`src/design/tas_pkg.sv`:
```
// Shared types and constants for the triangle area statistics block.
package tas_pkg;
  localparam int unsigned AreaBits  = 51;
  localparam int unsigned SumBits   = 64;
  localparam int unsigned IdxBits   = 2;

  typedef enum logic [IdxBits-1:0] {
    REG_DEGENERATE = 2'd0,
    REG_TINY       = 2'd1,
    REG_SMALL      = 2'd2,
    REG_MEDIUM     = 2'd3
  } reg_idx_e;

  typedef enum logic [1:0] {
    CLS_TINY   = 2'd0,
    CLS_SMALL  = 2'd1,
    CLS_MEDIUM = 2'd2,
    CLS_LARGE  = 2'd3
  } area_class_e;

  typedef logic [AreaBits-1:0] area_t;

  typedef struct packed {
    area_t degenerate;
    area_t tiny;
    area_t small_lim;
    area_t medium_lim;
  } limits_t;
endpackage

```
`src/design/tas_back.sv`:
```
// Back end: bit-serial square root, classification and statistics update.
module tas_back #(
  parameter int unsigned COORD_BITS = 24,
  parameter int unsigned COUNT_BITS = 32
) (
  input  logic                      clk_i,
  input  logic                      rst_ni,
  input  tas_pkg::limits_t          lim_i,
  input  logic                      start_i,
  input  logic [4*COORD_BITS+5:0]   sq_i,
  input  logic                      new_set_i,
  output logic                      busy_o,
  output logic                      done_o,
  output logic [tas_pkg::AreaBits-1:0] area_o,
  output logic [1:0]                cls_o,
  output logic [COUNT_BITS-1:0]     tri_o,
  output logic [tas_pkg::SumBits-1:0] sum_o,
  output logic [tas_pkg::AreaBits-1:0] min_o,
  output logic [tas_pkg::AreaBits-1:0] max_o,
  output logic [4*COUNT_BITS-1:0]   cls_cnt_o,
  output logic [COUNT_BITS-1:0]     deg_o,
  input  logic                      res_take_i
);
  import tas_pkg::*;

  localparam int unsigned QW = 4 * COORD_BITS + 6;
  localparam int unsigned RW = QW / 2;
  localparam int unsigned RC = $clog2(RW + 1);
  localparam int unsigned XW = (RW > AreaBits) ? RW : AreaBits;
  localparam logic [COUNT_BITS-1:0] CMAX = '1;

  typedef enum logic [1:0] {S_IDLE, S_ROOT, S_UPD, S_HOLD} st_e;
  st_e st_q;

  logic [QW-1:0] rem_q, val_q;
  logic [RW-1:0] root_q;
  logic [RC-1:0] it_q;
  logic ns_q;
  logic [COUNT_BITS-1:0] tri_q, deg_q;
  logic [COUNT_BITS-1:0] cc_q [4];
  logic [SumBits-1:0] sum_q;
  area_t min_q, max_q, area_q;
  logic [1:0] cls_q;

  logic [QW+1:0] trial;
  logic [QW-1:0] shv;
  logic [XW-1:0] half;
  area_t area_w;
  logic [1:0] cls_w;
  logic [SumBits:0] sum_w;

  // restoring square root, one result bit per cycle
  always_comb begin
    shv   = QW'({rem_q, val_q[QW-1 -: 2]});
    trial = (QW+2)'({rem_q, val_q[QW-1 -: 2]}) - (QW+2)'({root_q, 2'b01});
    half  = XW'(root_q >> 1);
    area_w = (half > XW'({AreaBits{1'b1}})) ? '1 : AreaBits'(half);
    if (area_w < lim_i.tiny) cls_w = CLS_TINY;
    else if (area_w < lim_i.small_lim) cls_w = CLS_SMALL;
    else if (area_w < lim_i.medium_lim) cls_w = CLS_MEDIUM;
    else cls_w = CLS_LARGE;
    sum_w = (SumBits+1)'(ns_q ? '0 : sum_q) + (SumBits+1)'(area_w);
  end

  always_ff @(posedge clk_i or negedge rst_ni) begin
    if (!rst_ni) begin
      st_q <= S_IDLE;
      tri_q <= '0; deg_q <= '0; sum_q <= '0; min_q <= '0; max_q <= '0;
      for (int i = 0; i < 4; i++) cc_q[i] <= '0;
      it_q <= '0; ns_q <= 1'b0;
    end else begin
      unique case (st_q)
        S_IDLE: if (start_i) begin
          st_q <= S_ROOT; it_q <= RC'(RW); ns_q <= new_set_i;
        end
        S_ROOT: begin
          it_q <= it_q - RC'(1);
          if (it_q == RC'(1)) st_q <= S_UPD;
        end
        S_UPD: begin
          logic [COUNT_BITS-1:0] t, d, c;
          t = ns_q ? '0 : tri_q;
          d = ns_q ? '0 : deg_q;
          c = ns_q ? '0 : cc_q[cls_w];
          for (int i = 0; i < 4; i++) begin
            if (2'(i) == cls_w) cc_q[i] <= (c == CMAX) ? c : c + 1'b1;
            else if (ns_q) cc_q[i] <= '0;
          end
          tri_q <= (t == CMAX) ? t : t + 1'b1;
          if (area_w <= lim_i.degenerate) deg_q <= (d == CMAX) ? d : d + 1'b1;
          else deg_q <= d;
          if (t == '0 || area_w < min_q) min_q <= area_w;
          if (ns_q) max_q <= area_w;
          else if (area_w > max_q) max_q <= area_w;
          sum_q <= sum_w[SumBits] ? '1 : sum_w[SumBits-1:0];
          st_q <= S_HOLD;
        end
        S_HOLD: if (res_take_i) st_q <= S_IDLE;
        default: st_q <= S_IDLE;
      endcase
    end
  end

  always_ff @(posedge clk_i) begin
    if (st_q == S_IDLE && start_i) begin
      rem_q <= '0; val_q <= sq_i; root_q <= '0;
    end else if (st_q == S_ROOT) begin
      val_q <= val_q << 2;
      if (!trial[QW+1]) begin
        rem_q <= QW'(trial); root_q <= {root_q[RW-2:0], 1'b1};
      end else begin
        rem_q <= shv; root_q <= {root_q[RW-2:0], 1'b0};
      end
    end
    if (st_q == S_UPD) begin
      area_q <= area_w; cls_q <= cls_w;
    end
  end

  assign busy_o  = (st_q != S_IDLE);
  assign done_o  = (st_q == S_HOLD);
  assign area_o  = area_q;
  assign cls_o   = cls_q;
  assign tri_o   = tri_q;
  assign sum_o   = sum_q;
  assign min_o   = min_q;
  assign max_o   = max_q;
  assign deg_o   = deg_q;
  assign cls_cnt_o = {cc_q[3], cc_q[2], cc_q[1], cc_q[0]};
endmodule
```
`config.mk`:
```
export PLATFORM = sky130hd
export DESIGN_NAME = tas_back
export DESIGN_NICKNAME = d
export VERILOG_FILES = /design/src/design/tas_pkg.sv /design/src/design/tas_back.sv
export SDC_FILE = /design/constraint.sdc
export NUM_CORES = 2
export LEC_CHECK = 0
export BUFFER_PORTS_ARGS = -buffer_cell sky130_fd_sc_hd__buf_2
export CAP_MARGIN = 20
export CORE_MARGIN = 4
export CORE_UTILIZATION = 50
export CTS_BUF_LIST = sky130_fd_sc_hd__clkbuf_2
export CTS_CLUSTER_DIAMETER = 100
export CTS_CLUSTER_SIZE = 24
export DETAILED_ROUTE_END_ITERATION = 8
export PLACE_DENSITY_LB_ADDON = 0.12
export SLEW_MARGIN = 20
export SYNTH_ARGS = -nofsm -noshare
export SYNTH_HDL_FRONTEND = slang
export SYNTH_SLANG_ARGS = --single-unit
```
`constraint.sdc`:
```
create_clock -name clk_i -period 5.7 [get_ports clk_i]
set_clock_uncertainty 0.15 [all_clocks]
set_input_delay 1.71 -clock clk_i [delete_from_list [all_inputs] [get_ports clk_i]]
set_output_delay 1.71 -clock clk_i [all_outputs]
set_load 0.005 [all_outputs]
```
==> results.cfg <==
[outcome]
status = complete, no violations

[route]
drc = 0
drt-initial-drc-count = 3728
wl_per_cell_um = 23.3
wl_mm = 172
firstDrtPassIters = 6
antenna_left = 0
vias = 43400
via_per_inst = 5.91

[synth]
synthesis.area_um2 = 45100
synth_cells = 5329
yosysSeqAreaShare_pct = 37.3
synth_edf_count = 154
async_flop_share_pct = 54.3
synth_seq_cells = 672
syn-mean-instance-area_um2 = 8.46
ys.flop_type = dfrtp_1
ys_warn_count = 0
ys_types = 87

[pwr]
ir_worst_vdd_uv = 464
combPwrFrac_pct = 63.9
p_seq_share_pct = 29.1
switching_share_pct = 50.7
pwr-share-clk_pct = 7.0
p_int_uw = 14500
leakagePower_uw = 0.0258
power_density_nw_per_um2 = 559
switchingPower_uw = 14900

[finish]
layout-drive-gt1-share_pct = 19.6
seq_area_um2 = 16800
layout_common_cells = nand2_1, buf_2, inv_1, ha_1, dfrtp_1
final_common_cell = nand2_1
multi_input_area_um2 = 26000
post-route-util_pct = 59.2
final_nets = 6872
area_growth_pct = 16.8
n_fill_cell = 8162

[timing]
slew_headroom_pct = 26.7
slew_violations = 0
tightest_slew_ns = 1.10
setup_viol = 0
fmax_mhz = 181
hold_slack_ns = 0.235
finalSetupTns_ns = 0
fin_crit_sh_pct = 96.9
hold_viol_final = 0
period_minus_slack_ns = 5.52
rsz0062_at_grt = false

[floorplanning]
core.rowCount = 109
dieWidth_um = 308
dieArea_um2 = 95000
ios = 724
start_util_pct = 50.7
core-area_um2 = 88900
die_h_um = 308

[grt]
grt_usage_pct = 34.7
antenna_found_initial = 12
grt_max_degree = 228
grt_pass1_vias = 41100
grt_overflow_total = 0
grt_pass1_wl_mm = 253

[critical_path]
critPathTopFamily = compound AO/OA/AOI/OAI gates
critPathLaunchType = flip-flop
crit_chain = buf_4 > ha_1 > a21oi_1 > o21ai_0 > a2111oi_0 > o221ai_1 > a31oi_1 > o21ai_0 > a21oi_1 > o221ai_1 > nand2b_1 > a311oi_1 > xor2_1 > a31oi_1
critPathCaptureType = flip-flop
criticalPathCategory = flip-flop to flip-flop
critPathBufInv = 1
reg2regPathDepth = 14
slowest_delay_ns = 0.85
worstPathRequired_ns = 6.65
cp.depth = 14
critPathArrivalTime_ns = 6.47
path_max_fanout = 8
slowest_stage = dfxtp_1

[clocking]
clkSinkCount = 672
clockBufferDepth = 3
numCtsBuffers = 38
ctsRootBufferMaster = clkbuf_2
clk_pin_slew_ns = 0.43
htree_levels = 2
cts_tree = built
cts_hold_buffers = 0
clk_latency_ns = 1.31

[placement]
place_hpwl_mm = 132
portBuffers = 720
gp_congestion = 1.01

[min_path]
hp-class = primary input to async pin

[run]
drv_cap = 0
-- logic make-up after synthesis --
| kind of cell | Yosys count | synth area share [%] |
|---|---|---|
| AO/OA/AOI/OAI | 1180 | 16.3 |
| AND/OR/NAND/NOR | 1977 | 20.7 |
| multiplexers | 189 | 4.22 |
| other | 1 | 0.00832 |
| flip-flops | 672 | 37.3 |
| buffers and inverters | 680 | 5.76 |
| XOR/XNOR | 220 | 4.28 |
| adder cells (fa/ha/maj) | 410 | 11.4 |
-- state kept, by name, summed over array words and instances, names as in the netlist --
register and flops:
min_o 50, max_o 50, cls_o 2, sum_o 64
tri_o 32, ns_q 1, val_q 102, rem_q 102
st_q 2, area_o 50, root_q 51, it_q 6
deg_o 32, cls_cnt_o 128
-- stage by stage --
| step | cell area (um^2) | std cells | setup WS (ns) | total power [uW] |
|---|---|---|---|---|
| 2_1_floorplan | 45300 | 5331 | -0.224 | 20500 |
| 3_3_place_gp | 52200 | 7275 | -0.905 | 26900 |
| 3_5_place_dp | 52200 | 7275 | -0.896 | 27200 |
| 4_1_cts | 52600 | 7341 | 0.307 | 29200 |
| 5_1_grt | 52700 | 7349 | 0.0512 | 31700 |
| 6_report | 52700 | 7350 | 0.179 | 29400 |
-- metal layers --
metal / GRT usage [%] / vias to the layer above / wire [um]
met5: 0 / - / 34
li1: - / 20500 / -
met4: 16.9 / 6 / 10100
met2: 56.7 / 1767 / 78000
met1: 44.2 / 20800 / 69000
met3: 6.83 / 357 / 14300
-- power groups by stage --
stage | clock network (uW) | logic (uW) | registers [uW]
2_1_floorplan | 0 | 12300 | 8200
3_3_place_gp | 0 | 18300 | 8600
3_5_place_dp | 0 | 18500 | 8630
4_1_cts | 2090 | 18600 | 8530
5_1_grt | 2240 | 20700 | 8710
6_report | 2040 | 18800 | 8570
-- worst paths after layout --
check	slack (ns)	endpoint	from
setup / recovery	0.18	sum_o[49]	root_q[3]
setup reg to reg	0.18	sum_o[49]	root_q[3]
min in group clk_i	0.34	rem_q[27]	rem_q[25]
hold / removal	0.23	min_o[32]	rst_ni
hold reg to reg	0.34	rem_q[27]	rem_q[25]
max in group asynchronous	4.03	sum_o[8]	rst_ni
-- worst reg2reg max path, cell delays in order, from the launching register on --
cell       delay (ns)
dfxtp_1          0.85
buf_4            0.26
ha_1             0.26
a21oi_1          0.21
o21ai_0          0.15
a2111oi_0        0.71
o221ai_1         0.38
a31oi_1          0.41
o21ai_0          0.33
a21oi_1          0.46
o221ai_1         0.29
nand2b_1         0.25
a311oi_1         0.37
xor2_1           0.19
a31oi_1          0.10
-- what timing repair did --
action | in CTS | in global routing
endpoints found under the setup margin | 0 | 127
hold endpoints to repair | 0 | 0
resized for setup | 0 | 4
setup buffers | 0 | 1
-- area by class of cell --
cell class,instances,share of cell area (%)
timing repair buffer,1048,12.2
sequential,672,32.0
clock inverter,13,0.299
antenna,8,0.0380
tap,1165,2.77
multi-input combinational,3979,49.3
clock buffer,53,0.504
inverter,412,2.97
-- synth_stat cells (153+ instances only) --
library cell    n  area share [%]
inv_1         411             3.4
edfxtp_1      154              10
dfrtp_1       365              20
clkbuf_1      240             2.0
nand3_1       279             3.1
mux2i_1       180             4.0
a21oi_1       319             3.5
nor2_1        363             3.0
nand2_1       756             6.3
o21ai_0       313             3.5
ha_1          409              11
dfxtp_1       153             6.8
No activity file was read; power rests on OpenSTA's default activity.
