`config.mk`:
```
export PLATFORM = sky130hd
export DESIGN_NAME = tas_fifo
export DESIGN_NICKNAME = d
export VERILOG_FILES = /design/src/design/tas_fifo.sv
export SDC_FILE = /design/constraint.sdc
export NUM_CORES = 1
export LEC_CHECK = 0
export ABC_AREA = 1
export ABC_CLOCK_PERIOD_IN_PS = 3700
export BUFFER_PORTS_ARGS = -buffer_cell sky130_fd_sc_hd__buf_2
export CAP_MARGIN = 20
export CORE_MARGIN = 3
export CORE_UTILIZATION = 40
export DETAILED_ROUTE_END_ITERATION = 12
export GPL_TIMING_DRIVEN = 0
export PLACE_DENSITY = 0.68
export SYNTH_ARGS = -nofsm -noshare
export SYNTH_HDL_FRONTEND = slang
export SYNTH_SLANG_ARGS = --single-unit
```
`constraint.sdc`:
```
create_clock -name clk_i -period 3.7 [get_ports clk_i]
set_input_delay 0.37 -clock clk_i [delete_from_list [all_inputs] [get_ports clk_i]]
set_output_delay 0.37 -clock clk_i [all_outputs]
set_load 0.05 [all_outputs]
```
`src/design/tas_fifo.sv`:
```
// Short queue between front and back end.
module tas_fifo #(
  parameter int unsigned W = 8
) (
  input  logic         clk_i,
  input  logic         rst_ni,
  input  logic         wr_i,
  input  logic [W-1:0] wdata_i,
  input  logic         rd_i,
  output logic [W-1:0] rdata_o,
  output logic         empty_o,
  output logic [2:0]   level_o
);
  logic [W-1:0] mem_q [8];
  logic [2:0] wp_q, rp_q;
  logic [3:0] cnt_q;

  always_ff @(posedge clk_i or negedge rst_ni) begin
    if (!rst_ni) begin
      wp_q <= '0; rp_q <= '0; cnt_q <= '0;
    end else begin
      if (wr_i) wp_q <= wp_q + 3'd1;
      if (rd_i) rp_q <= rp_q + 3'd1;
      cnt_q <= cnt_q + 4'(wr_i) - 4'(rd_i);
    end
  end

  always_ff @(posedge clk_i) begin
    if (wr_i) mem_q[wp_q] <= wdata_i;
  end

  assign rdata_o = mem_q[rp_q];
  assign empty_o = (cnt_q == 4'd0);
  assign level_o = cnt_q[3] ? 3'd7 : cnt_q[2:0];
endmodule

```
==> summary.txt, run 1 <==
Global routing
  – Grt total ovfl: 0
  – Largest net degree at the start of global routing: 14
  – Global-route wire length before repair: 10.65 mm
  – Gr usage total: 0.1486
  – Vias in the first global route: 2135
  – Initial antenna violation count: 0

Die
  – Die Area: 9751 µm²
  – I/O Pins: 24
  – Chip Height: 98.75 µm
  – Die width: 98.75 µm
  – Starting density of the core: 0.4146
  – Core Area: 8299 µm²
  – Row cnt: 33

Power
  – Clk pwr share: 0.190
  – Lkg Pwr: 1.856 nW
  – Switch Pwr: 1.409 mW
  – Part of the power in registers: 0.341
  – PwrDens: 820.2 nW/µm²
  – Combinational Power Share: 0.469
  – Peak VDD IR: 273.2 µV
  – Pint: 1.783 mW
  – Sw frac: 0.4415

Synthesis
  – Yosys warning total: 0
  – Syn Nets: 367
  – Syn avg cell area: 9.945 µm²
  – Post-synth EDFFs: 64
  – Post-synthesis cell count: 346
  – FF+latch count, synth: 74
  – Post-Syn Area: 3441 µm²
  – Async set-reset flop share out of synthesis: 0.1351
  – Sequential area share after synthesis: 0.6313
  – Main synth FF type: edfxtp_1
  – Cell variety after synth: 19

Run
  – Max-cap violations: 0

CTS
  – CTS H-Tree Depth: 3
  – CTS sink count: 74
  – Worst-path clk slew: 0.07 ns
  – Post-CTS setup buffers: 0
  – Clk buf depth: 2
  – Clock insertion delay at the later pin of the skew report: 0.35 ns
  – Hold buffer count at CTS: 1
  – Post-CTS Resized: 0
  – Num CTS Buffers: 9
  – CTS tree: yes
  – Clock root buffer: clkbuf_8

Hold path
  – Hold Startpoint: rd_i
  – Worst Hold Class: primary input to register

Worst setup path
  – Critical Path Source Type: register
  – Crit path launch: rp_q[1]$_DFFE_PN0P_
  – Kind of critical path: register to output port
  – Crit path DAT: 1.77 ns
  – Worst path required time: 3.33 ns
  – Nature of the critical path endpoint: output port
  – Worst R2R Start: wp_q[0]$_DFFE_PN0P_
  – Critical Path Fanout Max: 10

Finish
  – Multi-input gate area: 855.8 µm²
  – Layout Area Growth over Synthesis: 13.09%
  – Fraction of layout cells with a size suffix above 1: 0.1606
  – Layout net count: 402
  – Fill cell count: 750
  – Most frequent cells in the layout: nand2_1, inv_1, edfxtp_1
  – Ant. Diodes: 0
  – Most common cell after layout, fill and taps aside: nand2_1
  – Seq. cell area: 2172 µm²
  – Post-Layout Cell Count: 491
  – Final instance area: 3891 µm²

Timing
  – Setup Viol. Count Final: 0
  – Min Tclk post-route: 2.143 ns
  – Final Max Tran Viols: 0
  – Unrepaired setup endpoints after global routing: false
  – Fin crit share: 0.5791
  – Clock Skews: 0.002953 ns
  – Max Freq: 466.7 MHz
  – Hold Violations, Final: 0
  – Final WS setup: 1.557 ns
  – Worst-Margin Slew: 0.9602 ns
  – Worst rel slew slack: 0.3575
  – Setup TNS: 0 ns

Place
  – Final HPWL DP: 4.421 mm
  – Place WS: 1.676 ns
  – Final Wtd Congestion: 0.7426
  – Placed Cells: 474
  – Placed Area: 3687 µm²
  – # port buffers: 23

Route
  – Via density: 4.458
  – Final WL: 6.821 mm
  – Via count: 2189
  – Initial DRC count: 126
  – DRC violations left: 0
  – Detailed-router iteration count before antenna repair: 4
  – DRT antenna net count: 0
  – DR WL/cell: 13.89 µm

Status
  – Status: complete, no violations
[power groups by stage]
stage	sequential (mW)	combinational (mW)	clock (mW)
CTS	1.09	1.52	0.619
floorplan	1.09	1.15	0
detailed placement	1.11	1.51	0
global route	1.10	1.65	0.658
finish	1.09	1.50	0.606
global placement	1.10	1.48	0
[synthesized netlist by cell type (2+ instances only)]
cell        n  area [µm²]
nand3_1    33       165.2
nand2_1   109       409.1
buf_4       4       30.03
buf_2       2       10.01
nor2_1      9       33.78
buf_6       4       45.04
ha_1        8       100.1
inv_4       2       12.51
o21ai_0     2       10.01
edfxtp_1   64        1922
xor2_1      4       35.03
dfrtp_1    10       250.2
nand2_2    10       62.56
inv_1      80       300.3
[registers in the layout, indices dropped and copies added (netlist names)]
signal,flops
mem_q,64
wp_q,3
cnt_q,4
rp_q,3
[critical path, stage by stage (launching register included)]
cell and delay [ns]:
dfrtp_1 0.38, buf_4 0.18, inv_4 0.13, buf_6 0.17, nand3_1 0.10, nand2_1 0.08, nand2_1 0.05, nand2_1 0.07
buf_2 0.25
[stage by stage]
step           power (mW)  hold slack [ns]  utilization
5_1_grt             3.408           0.2723       0.4689
3_5_place_dp        2.619           0.2443       0.4443
6_report            3.192           0.2585       0.4689
3_3_place_gp        2.582           0.2400       0.4443
2_1_floorplan       2.241          0.07441            -
4_1_cts             3.225           0.2490       0.4689
[final timing paths]
check / endpoint / slack (ns) / cells after the start
worst max-delay path: rdata_o[2] / 1.56 / 8
worst min-delay path: rp_q[0]$_DFFE_PN0P_ / 0.26 / 2
worst max register to register: mem_q[6][2]$_DFFE_PP_ / 1.82 / 2
worst min register to register: wp_q[0]$_DFFE_PN0P_ / 0.53 / 2
max in group asynchronous: rp_q[0]$_DFFE_PN0P_ / 3.10 / 2
min in group asynchronous: wp_q[0]$_DFFE_PN0P_ / 0.41 / 2
[kinds of logic after synthesis]
kind of cell,count (synthesis),synth area share
AND/OR/NAND/NOR,162,0.1967
buffers and inverters,93,0.1200
flip-flops,74,0.6313
adder cells (fa/ha/maj),9,0.03491
XOR/XNOR,5,0.01273
AO/OA/AOI/OAI,3,0.004362
[layout make-up]
class / instances / share of cell area
Clock inverter: 7 / 0.01801
Buffer: 11 / 0.02572
Timing Repair Buffer: 24 / 0.03215
Inverter: 82 / 0.08039
Clock buffer: 9 / 0.03183
Multi-Input combinational cell: 179 / 0.2199
Sequential cell: 74 / 0.5582
Tap cell: 105 / 0.03376
[per-layer routing]
| metal | track usage | wire length (µm) | up-vias |
|---|---|---|---|
| li1 | - | - | 1132 |
| met1 | 0.1842 | 2794 | 989 |
| met2 | 0.2438 | 3462 | 52 |
| met3 | 0.02689 | 394 | 16 |
| met4 | 0.08508 | 170 | 0 |
| met5 | 0 | 0 | - |
(Power assumes the default switching activity.)
==> run 2: changes to the inputs <==
--- a/config.mk
+++ b/config.mk
@@ -6,14 +6,14 @@
 export NUM_CORES = 1
 export LEC_CHECK = 0
 export ABC_AREA = 1
-export ABC_CLOCK_PERIOD_IN_PS = 3700
+export ABC_CLOCK_PERIOD_IN_PS = 1700
 export BUFFER_PORTS_ARGS = -buffer_cell sky130_fd_sc_hd__buf_2
 export CAP_MARGIN = 20
 export CORE_MARGIN = 3
 export CORE_UTILIZATION = 40
 export DETAILED_ROUTE_END_ITERATION = 12
 export GPL_TIMING_DRIVEN = 0
-export PLACE_DENSITY = 0.68
+export PLACE_DENSITY = 0.7
 export SYNTH_ARGS = -nofsm -noshare
 export SYNTH_HDL_FRONTEND = slang
 export SYNTH_SLANG_ARGS = --single-unit
==> constraint.sdc (replaced) <==
create_clock -name clk_i -period 1.7 [get_ports clk_i]
set_input_delay 0.17 -clock clk_i [delete_from_list [all_inputs] [get_ports clk_i]]
set_output_delay 0.17 -clock clk_i [all_outputs]
set_load 0.05 [all_outputs]
==> summary.txt, run 2 (same netlist as run 1, synthesis figures left out) <==
Die
  – Core Area: 8299 µm² (unchanged)
  – Row cnt: 33 (unchanged)
  – Die Area: 9751 µm² (unchanged)
  – Die width: 98.75 µm (unchanged)
  – Chip Height: 98.75 µm (unchanged)
  – Starting density of the core: 0.4146 (unchanged)
  – I/O Pins: 24 (unchanged)

Timing
  – Final WS setup: -0.1781 ns (-1.735 ns)
  – Max Freq: 532.5 MHz
  – Setup Viol. Count Final: 8 (+8)
  – Clock Skews: 0.004327 ns (+0.001374 ns)
  – Setup TNS: -0.9464 ns (-0.9464 ns)
  – Worst rel slew slack: 0.5975 (+0.2400)
  – Min Tclk post-route: 1.878 ns
  – Final Max Tran Viols: 0 (unchanged)
  – Hold Violations, Final: 0 (unchanged)
  – Fin crit share: 1.105
  – Unrepaired setup endpoints after global routing: true
  – Worst-Margin Slew: 0.6031 ns (-0.3571 ns)

Route
  – DR WL/cell: 15.24 µm (+9.7%)
  – Via count: 2392 (+9.3%)
  – DRC violations left: 0 (unchanged)
  – Final WL: 7.712 mm (+13%)
  – DRT antenna net count: 0 (unchanged)
  – Via density: 4.727 (+6.0%)
  – Initial DRC count: 136 (+7.9%)
  – Detailed-router iteration count before antenna repair: 5 (+1)

CTS
  – Num CTS Buffers: 9 (unchanged)
  – Clk buf depth: 2 (unchanged)
  – CTS H-Tree Depth: 3 (unchanged)
  – Clock insertion delay at the later pin of the skew report: 0.34 ns (about the same)
  – Clock root buffer: clkbuf_8
  – Worst-path clk slew: 0.07 ns (about the same)
  – CTS tree: yes
  – CTS sink count: 74 (unchanged)

Worst setup path
  – Kind of critical path: register to output port
  – Slowest CP cell: dfrtp_1
  – Crit path DAT: 1.71 ns (-0.06 ns)
  – CP Cell Sequence: buf_6 > clkinv_8 > buf_12 > buf_12 > nand2_4 > nand3_2 > nand2_1 > nand2_1 > nand2_2 > buf_8
  – Critical Path Source Type: register
  – Nature of the critical path endpoint: output port
  – Worst path required time: 1.53 ns (-1.80 ns)
  – Critical Path Fanout Max: 7 (-3)
  – Reg2Reg Setup Slack: 0.04 ns (-1.78 ns)
  – Crit path largest cell delay: 0.36 ns (-0.02 ns)

Place
  – Place WS: -0.1934 ns (-1.870 ns)
  – # port buffers: 23 (unchanged)
  – Final HPWL DP: 4.334 mm (-2.0%)
  – Final Wtd Congestion: 0.7683 (+3.5%)
  – Placed Area: 3687 µm² (unchanged)

Finish
  – Fill cell count: 692 (-7.7%)
  – Fraction of layout cells with a size suffix above 1: 0.3117 (+0.1511)
  – Layout net count: 417 (+3.7%)
  – Layout Area Growth over Synthesis: 27.42%
  – Regs by FF count: mem_q: 64 flops, cnt_q: 4 flops
  – Biggest register: mem_q
  – Ant. Diodes: 0 (unchanged)
  – Multi-input gate area: 1074 µm² (+25%)
  – Seq. cell area: 2172 µm² (unchanged)
  – Most common cell after layout, fill and taps aside: nand2_1
  – Largest register FFs: 64 (unchanged)
  – Most frequent cells in the layout: nand2_1, inv_1, edfxtp_1
  – Final instance area: 4384 µm² (+13%)

Run
  – Max-cap violations: 0 (unchanged)

Hold path
  – Worst Hold Class: primary input to register

Global routing
  – Vias in the first global route: 2357 (+10%)
  – Gr usage total: 0.1653 (+0.01675)
  – Global-route wire length before repair: 12.11 mm (+14%)
  – Grt total ovfl: 0 (unchanged)
  – Initial antenna violation count: 0 (unchanged)
  – Largest net degree at the start of global routing: 13 (-1)

Power
  – Lkg Pwr: 2.069 nW (+12%)
  – PwrDens: 1889 nW/µm² (+130%)
  – Peak VDD IR: 991.7 µV (+260%)

Status
  – Status: complete, but fails checks
  – Failing checks: setup timing
run 2: cell count changes in the layout (fill, tap and decap cells not counted), moves of 10 or more:
cell     change
nand2_2     +14
nand3_1     -18
buf_2       -10
nand2_1     -23
nand3_2     +18
run 2: metrics by stage:
step / std cells / hold slack, ns / total power, mW / util
global route: 506 / 0.05968 / 8.748 / 0.5283
CTS: 507 / 0.05532 / 8.217 / 0.5231
finish: 506 / 0.05500 / 8.281 / 0.5283
floorplan: 346 / -0.1256 / 4.878 / -
global placement: 474 / 0.03784 / 5.627 / 0.4443
detailed placement: 474 / 0.04406 / 5.690 / 0.4443
run 2: worst max-delay path: cells and delay by family, from the launching register on:
kind          cells  cell delay (ns)
buf+inv           5             0.64
simple gates      5             0.36
flops             1             0.36
run 2: area by class of cell:
cell class                 instances  share of cell area
buffer                             8             0.02083
multi-input combinational        179              0.2449
sequential                        74              0.4954
inverter                          82             0.07563
timing repair buffer              42             0.09075
clock inverter                     5             0.01256
clock buffer                      11             0.02997
tap                              105             0.02997
run 2: final timing paths:
path,from,cells after the start,endpoint
min,rd_i,2,rp_q[0]$_DFFE_PN0P_
min in group asynchronous,rst_ni,2,cnt_q[2]$_DFF_PN0_
max reg2reg,wp_q[0]$_DFFE_PN0P_,2,mem_q[2][3]$_DFFE_PP_
max in group asynchronous,rst_ni,2,rp_q[2]$_DFFE_PN0P_
max,rp_q[0]$_DFFE_PN0P_,10,rdata_o[0]
min reg2reg,wp_q[0]$_DFFE_PN0P_,2,wp_q[0]$_DFFE_PN0P_
run 2: report_power, final:
| part | internal, mW | leakage [nW] | switching (mW) |
|---|---|---|---|
| clock | 0.674 | 0.0909 | 0.630 |
| sequential | 2.26 | 0.700 | 0.104 |
| combinational | 1.79 | 1.28 | 2.82 |
run 2: per-layer routing:
layer	vias to the layer above	wire length, µm	GRT usage
met4	0	217	0.07773
met5	-	0	0
met1	1119	3291	0.2086
li1	1164	-	-
met3	20	389	0.03468
met2	89	3814	0.2722
run 2: timing repair:
item                                   in CTS  in global routing
setup buffers                              12                  5
gates cloned                                4                  0
endpoints found under the hold margin      10                  0
hold buffers                                1                  0
pin swaps                                  16                 13
gates resized for setup                    71                 30
setup endpoints to repair                  40                 41
